==> config.mk <==
export PLATFORM = sky130hd
export DESIGN_NAME = vhbc_seq
export DESIGN_NICKNAME = d
export VERILOG_FILES = /design/src/rtl/vhbc_pkg.sv /design/src/rtl/vhbc_seq.sv
export SDC_FILE = /design/constraint.sdc
export NUM_CORES = 1
export LEC_CHECK = 0
export BUFFER_PORTS_ARGS = -buffer_cell sky130_fd_sc_hd__buf_2
export CORE_MARGIN = 4
export CORE_UTILIZATION = 31
export DETAILED_ROUTE_END_ITERATION = 7
export PLACE_DENSITY_LB_ADDON = 0.25
export SLEW_MARGIN = 20
export SYNTH_ARGS = -nofsm -noshare
export SYNTH_HDL_FRONTEND = slang
export SYNTH_SLANG_ARGS = --single-unit
==> constraint.sdc <==
create_clock -name clk -period 6.55 [get_ports clk]
set_input_delay 0.655 -clock clk [delete_from_list [all_inputs] [get_ports clk]]
set_output_delay 0.655 -clock clk [all_outputs]
set_load 0.05 [all_outputs]
==> src/rtl/vhbc_pkg.sv <==
// Shared types, constants and helpers for the voxel hidden-block cull.
// Depends on nothing; vhbc_seq and the top level import it.
package vhbc_pkg;

    localparam int DEF_CHUNK_WIDTH = 16;
    localparam int DEF_WORLD_TOP   = 256;
    localparam int SLAB_LEVELS     = 18;

    localparam logic [4:0] CULL_LO = 5'd1;
    localparam logic [4:0] CULL_HI = 5'd16;

    localparam logic [7:0] AIR     = 8'd0;
    localparam logic [7:0] STONE   = 8'd1;
    localparam logic [7:0] DIRT    = 8'd3;
    localparam logic [7:0] BEDROCK = 8'd7;
    localparam logic [7:0] SKIP    = 8'd255;

    // Item actions
    localparam logic [1:0] ACT_WRITE = 2'd0;
    localparam logic [1:0] ACT_QUERY = 2'd1;
    localparam logic [1:0] ACT_CLEAR = 2'd2;

    // Configuration register indexes
    localparam logic [1:0] CFG_BASE_Y   = 2'd0;
    localparam logic [1:0] CFG_OPAQUE_A = 2'd1;
    localparam logic [1:0] CFG_OPAQUE_B = 2'd2;
    localparam logic [1:0] CFG_OPAQUE_C = 2'd3;

    typedef struct packed {
        logic [7:0] base_y;
        logic [7:0] opaque_id_a;
        logic [7:0] opaque_id_b;
        logic [7:0] opaque_id_c;
    } cfg_t;

    typedef struct packed {
        logic [1:0] action;
        logic [3:0] pos_x;
        logic [3:0] pos_z;
        logic [4:0] level;
        logic [7:0] block_id;
    } in_item_t;

    typedef struct packed {
        logic [7:0] culled_id;
        logic       hidden;
        logic       slab_nonempty;
    } out_item_t;

    typedef enum logic [1:0] {
        ST_IDLE,
        ST_READ,
        ST_RESULT
    } seq_state_t;

    function automatic logic is_opaque(input logic [7:0] id, input cfg_t cfg);
        return (id == cfg.opaque_id_a) || (id == cfg.opaque_id_b) ||
               (id == cfg.opaque_id_c) || (id == SKIP);
    endfunction

endpackage

==> src/rtl/vhbc_seq.sv <==
// Item sequencer: takes write, clear and query beats, drives the store port
// and gathers the six neighbour reads of a query. Depends on vhbc_pkg.
module vhbc_seq #(
    parameter int CHUNK_WIDTH = vhbc_pkg::DEF_CHUNK_WIDTH,
    parameter int WORLD_TOP   = vhbc_pkg::DEF_WORLD_TOP,
    parameter int AW          = $clog2(CHUNK_WIDTH * CHUNK_WIDTH * vhbc_pkg::SLAB_LEVELS)
) (
    input  logic                clk,
    input  logic                rst_n,
    input  vhbc_pkg::cfg_t      cfg,
    input  logic                item_valid,
    output logic                item_stall,
    input  vhbc_pkg::in_item_t  item,
    output logic                res_valid,
    input  logic                res_ready,
    output vhbc_pkg::out_item_t res,
    output logic                mem_we,
    output logic                mem_re,
    output logic [AW-1:0]       mem_addr,
    output logic [7:0]          mem_wdata,
    input  logic [7:0]          mem_rd_data
);
    import vhbc_pkg::*;

    localparam logic [AW-1:0] OFF_X = AW'(1);
    localparam logic [AW-1:0] OFF_Z = AW'(CHUNK_WIDTH);
    localparam logic [AW-1:0] OFF_Y = AW'(CHUNK_WIDTH * CHUNK_WIDTH);

    seq_state_t    state_reg, state_next;
    logic [2:0]    step_reg, step_next;
    logic          nonempty_reg, nonempty_next;
    logic [AW-1:0] addr_reg, addr_next;
    logic          can_hide_reg, can_hide_next;
    logic          skip_below_reg, skip_below_next;
    logic [7:0]    center_id_reg, center_id_next;
    logic          ok_reg, ok_next;

    logic          accept;
    logic          pos_ok;
    logic [AW-1:0] addr_in;
    logic [8:0]    world_y;
    logic          in_cull;
    logic          interior;
    logic [AW-1:0] nb_addr;

    assign accept = item_valid && (state_reg == ST_IDLE);

    always_comb
    begin
        pos_ok   = (32'(item.pos_x) < CHUNK_WIDTH) && (32'(item.pos_z) < CHUNK_WIDTH) &&
                   (32'(item.level) < SLAB_LEVELS);
        addr_in  = AW'((32'(item.level) * CHUNK_WIDTH + 32'(item.pos_z)) * CHUNK_WIDTH
                   + 32'(item.pos_x));
        world_y  = {1'b0, cfg.base_y} + 9'(item.level) - 9'd1;
        in_cull  = (item.level >= CULL_LO) && (item.level <= CULL_HI);
        interior = (item.pos_x != 4'd0) && (32'(item.pos_x) != CHUNK_WIDTH - 1) &&
                   (item.pos_z != 4'd0) && (32'(item.pos_z) != CHUNK_WIDTH - 1);
    end

    // Neighbour order: x-1, x+1, z-1, z+1, below, above
    always_comb
    begin
        case (step_reg)
            3'd1:    nb_addr = addr_reg - OFF_X;
            3'd2:    nb_addr = addr_reg + OFF_X;
            3'd3:    nb_addr = addr_reg - OFF_Z;
            3'd4:    nb_addr = addr_reg + OFF_Z;
            3'd5:    nb_addr = addr_reg - OFF_Y;
            default: nb_addr = addr_reg + OFF_Y;
        endcase
    end

    always_comb
    begin
        state_next      = state_reg;
        step_next       = step_reg;
        nonempty_next   = nonempty_reg;
        addr_next       = addr_reg;
        can_hide_next   = can_hide_reg;
        skip_below_next = skip_below_reg;
        center_id_next  = center_id_reg;
        ok_next         = ok_reg;
        mem_we          = 1'b0;
        mem_re          = 1'b0;
        mem_addr        = addr_in;
        mem_wdata       = item.block_id;
        res_valid       = 1'b0;
        res.culled_id   = mem_rd_data;
        res.hidden      = 1'b0;
        res.slab_nonempty = nonempty_reg;

        case (state_reg)
            ST_IDLE:
            begin
                if (accept)
                begin
                    case (item.action)
                        ACT_WRITE:
                        begin
                            mem_we = pos_ok;
                            if (pos_ok && in_cull && (item.block_id != AIR))
                            begin
                                nonempty_next = 1'b1;
                            end
                        end
                        ACT_CLEAR:
                        begin
                            nonempty_next = 1'b0;
                        end
                        ACT_QUERY:
                        begin
                            if (pos_ok)
                            begin
                                // Read the centre now; neighbours follow if it can hide
                                mem_re          = 1'b1;
                                addr_next       = addr_in;
                                can_hide_next   = in_cull && interior &&
                                                  (32'(world_y) < WORLD_TOP - 1);
                                skip_below_next = (world_y == 9'd0);
                                step_next       = 3'd1;
                                state_next      = can_hide_next ? ST_READ : ST_RESULT;
                            end
                        end
                        default:
                        begin
                        end
                    endcase
                end
            end
            ST_READ:
            begin
                mem_re   = 1'b1;
                mem_addr = nb_addr;
                if (step_reg == 3'd1)
                begin
                    center_id_next = mem_rd_data;
                    ok_next        = is_opaque(mem_rd_data, cfg);
                end
                else
                begin
                    // Data of read step-1; the below read lands at step six
                    ok_next = ok_reg && (is_opaque(mem_rd_data, cfg) ||
                              ((step_reg == 3'd6) && skip_below_reg));
                end
                step_next = step_reg + 3'd1;
                if (step_reg == 3'd6)
                begin
                    state_next = ST_RESULT;
                end
            end
            ST_RESULT:
            begin
                // Last read data holds here: the above neighbour, or the centre
                res_valid = 1'b1;
                if (can_hide_reg)
                begin
                    res.hidden    = ok_reg && is_opaque(mem_rd_data, cfg);
                    res.culled_id = res.hidden ? SKIP : center_id_reg;
                end
                if (res_ready)
                begin
                    state_next = ST_IDLE;
                end
            end
            default:
            begin
                state_next = ST_IDLE;
            end
        endcase
    end

    always_ff @(posedge clk or negedge rst_n)
    begin
        if (!rst_n)
        begin
            state_reg    <= ST_IDLE;
            step_reg     <= 3'd0;
            nonempty_reg <= 1'b0;
        end
        else
        begin
            state_reg    <= state_next;
            step_reg     <= step_next;
            nonempty_reg <= nonempty_next;
        end
    end

    always_ff @(posedge clk)
    begin
        addr_reg       <= addr_next;
        can_hide_reg   <= can_hide_next;
        skip_below_reg <= skip_below_next;
        center_id_reg  <= center_id_next;
        ok_reg         <= ok_next;
    end

    assign item_stall = (state_reg != ST_IDLE);

    a_port_exclusive: assert property (@(posedge clk) disable iff (!rst_n)
        !(mem_we && mem_re))
        else $error("store read and write in the same cycle");

    a_result_quiet: assert property (@(posedge clk) disable iff (!rst_n)
        (state_reg == ST_RESULT) |-> (!mem_re && !mem_we))
        else $error("store accessed while a result is offered");

    a_step_range: assert property (@(posedge clk) disable iff (!rst_n)
        (state_reg == ST_READ) |-> (step_reg >= 3'd1 && step_reg <= 3'd6))
        else $error("neighbour step out of range");

    a_result_hold: assert property (@(posedge clk) disable iff (!rst_n)
        (res_valid && !res_ready) |=> (res_valid && $stable(res)))
        else $error("result dropped or changed before it was taken");

endmodule

==> impl_metrics.json <==
{
  "synthFlopType": "edfxtp_1",
  "fin_crit_ps": 4290,
  "largest_reg_flops": 13,
  "cts_buffers": 5,
  "cts_root_buf": "clkbuf_16",
  "finalSetupTns_ps": 0,
  "fmax_ghz": 0.233,
  "async_reset_ff_frac": 0.200,
  "synth.yosys.seq_area_share": 0.247,
  "place.port_buffers": 101,
  "startpoint": "step_reg[0]",
  "drt_iter0_markers": 231,
  "grt_util_all_layers": 0.148,
  "fin_ws_ps": 2260,
  "cp_slowest_stage_delay_ps": 580,
  "fin_hold_ws_ps": 202,
  "r2r-end": "step_reg[2]",
  "holdCritPathClass": "in -> async",
  "initial_core_util": 0.321,
  "die_x_um": 115,
  "core_um2": 11000,
  "grt_remaining_overflow": 0,
  "cts_tree": "built",
  "rsz0062_at_grt": "false",
  "grt_pass1_vias": 3346,
  "hold_viol": 0,
  "fin_skew_ps": 2.46,
  "p_leak_nw": 2.00,
  "yosysTopAreaCell": "edfxtp_1",
  "critPathCaptureType": "output pin",
  "synth_top_area_frac": 0.204,
  "synth-edff-count": 24,
  "clock_path_buffers": 2,
  "rr_startpoint": "state_reg[0]",
  "cp.required_ps": 5890,
  "start_kind": "flip-flop",
  "nNetsFinal": 609,
  "wl_per_cell_um": 15.5,
  "r2r_setup_slack_ps": 4630,
  "dr.pass1.iters": 5,
  "htree_levels": 2,
  "cp_cell_sequence": "inv_1 -> ha_1 -> nand2b_1 -> inv_1 -> fa_1 -> nor2b_4 -> o31ai_2 -> a2111oi_0 -> o311a_1 -> a21oi_1 -> a22oi_1 -> buf_2",
  "syn_to_final_growth_pct": 20.3,
  "critical_path_buf_inv_count": 3,
  "drcViolationCount": 0,
  "syn-num-nets": 525,
  "post-route-period-util": 0.655,
  "place_hpwl_mm": 8.03,
  "setup_viol": 0,
  "yosys_warnings": 0,
  "p_per_area_nw_per_um2": 317,
  "row_count": 38,
  "ff2ff_path_depth": 6,
  "dieArea_um2": 13200,
  "status": "complete, no violations",
  "critPathKind": "reg -> out",
  "fill_cells": 1123,
  "max_slew_margin": 0.278,
  "syn_area_per_cell_um2": 8.46,
  "antennaDiodeCount": 0,
  "max_cap_viol_count": 0,
  "ys_seq_elements": 30,
  "clkSlewWorstSetupHoldPaths_ps": 50,
  "syn_inst": 417,
  "worstMarginPinSlew_ps": 1070,
  "crit_path_frequent_cell": "inv_1",
  "place_ws_ps": 2610,
  "synth_area_um2": 3530,
  "post-cts-setup-buffers": 0,
  "io-pin-count": 102,
  "ctsHoldBuffers": 0,
  "grt_pass1_wl_mm": 15.8,
  "cp_top_family": "compound AO/OA/AOI/OAI gates",
  "drive_gt1_frac": 0.237,
  "ir_worst_vdd_uv": 175,
  "crit_path_top_delay_cell": "a2111oi_0",
  "ys_types": 65,
  "totalWireLength_mm": 9.92,
  "antenna_found_initial": 0,
  "worstPathMaxFanout": 13,
  "grt_max_degree": 25,
  "vias_per_cell": 5.27,
  "arrival_ps": 3640,
  "synthTopCellsByArea": "edfxtp_1 (20%), ha_1 (13%), xor2_1 (5.7%)",
  "cts_repair_resize_count": 0,
  "slew_violations": 0,
  "die_h_um": 115,
  "final_antenna_net_count": 0,
  "gp_congestion": 0.881,
  "clock_sinks": 30,
  "clkLatencyLatePin_ps": 270,
  "vias": 3381
}
## final cells by class
cell class | count | area, um^2 | area share
multi-input cells | 321 | 2380 | 0.561
flip-flops and latches | 30 | 871 | 0.205
repair buffers | 102 | 513 | 0.121
well taps | 140 | 175 | 0.0413
inverters | 41 | 154 | 0.0363
clock buffers | 6 | 139 | 0.0327
clock inverters | 2 | 12.5 | 0.00295
## synthesized netlist by cell type (all sizes together), types with 6 or more instances
cell type	n
nand4	9
a211oi	8
o21ai	19
buf	12
nor2	20
edfxtp	24
dfrtp	6
xnor2	22
o21a	7
a21oi	20
a21o	10
inv	41
nand2	37
o21bai	6
a221oi	8
nand3	12
nor3	7
ha	37
nor4	8
clkbuf	13
xor2	23
## worst max path at each step
stage              endpoint  cells after the start
3_3_place_gp   mem_addr[10]                     11
5_1_grt        mem_addr[12]                     12
3_5_place_dp   mem_addr[10]                     11
4_1_cts        mem_addr[10]                     11
6_report       mem_addr[12]                     12
2_1_floorplan   mem_addr[8]                     10
## power by group
part	switching, W	internal, W
logic	0.000567	0.000298
registers	0.0000224	0.000230
clock network	0.0000790	0.000150
## logic make-up (layout without fill, tap and decap cells)
kind of cell	after synthesis	count (layout)	synth area share
compound gates	110	110	0.221
buf+inv	66	151	0.0801
simple gates	123	123	0.180
flops	30	30	0.247
fa+ha+maj	41	41	0.154
mux	2	2	0.00603
xor+xnor	45	45	0.112
## worst reg2reg max path: cells and delay by family, from the launching register on
kind	cells	cell delay (ps)
buf+inv	1	540
compound gates	3	480
flops	1	400
simple gates	2	370
## stage by stage
step	util	cells	total power [W]	area, um^2
2_1_floorplan	-	417	0.000916	3530
3_3_place_gp	0.372	634	0.00111	4090
3_5_place_dp	0.372	634	0.00111	4090
4_1_cts	0.386	642	0.00135	4240
5_1_grt	0.386	642	0.00145	4240
6_report	0.386	642	0.00135	4240
## cells in the final DEF (no fill, tap or decap), types with 12 or more instances in the layout
master	instances
buf_2	101
inv_1	41
nand2_1	37
ha_1	37
edfxtp_1	24
xor2_1	23
xnor2_1	22
a21oi_1	20
nor2_1	20
o21ai_0	17
nand3_1	12
## layer usage
metal  routed length [um]  GRT usage
met1                 4390      0.197
met2                 4830      0.252
met3                  578     0.0190
met4                  123     0.0372
met5                    0          0
(Power assumes the default switching activity.)
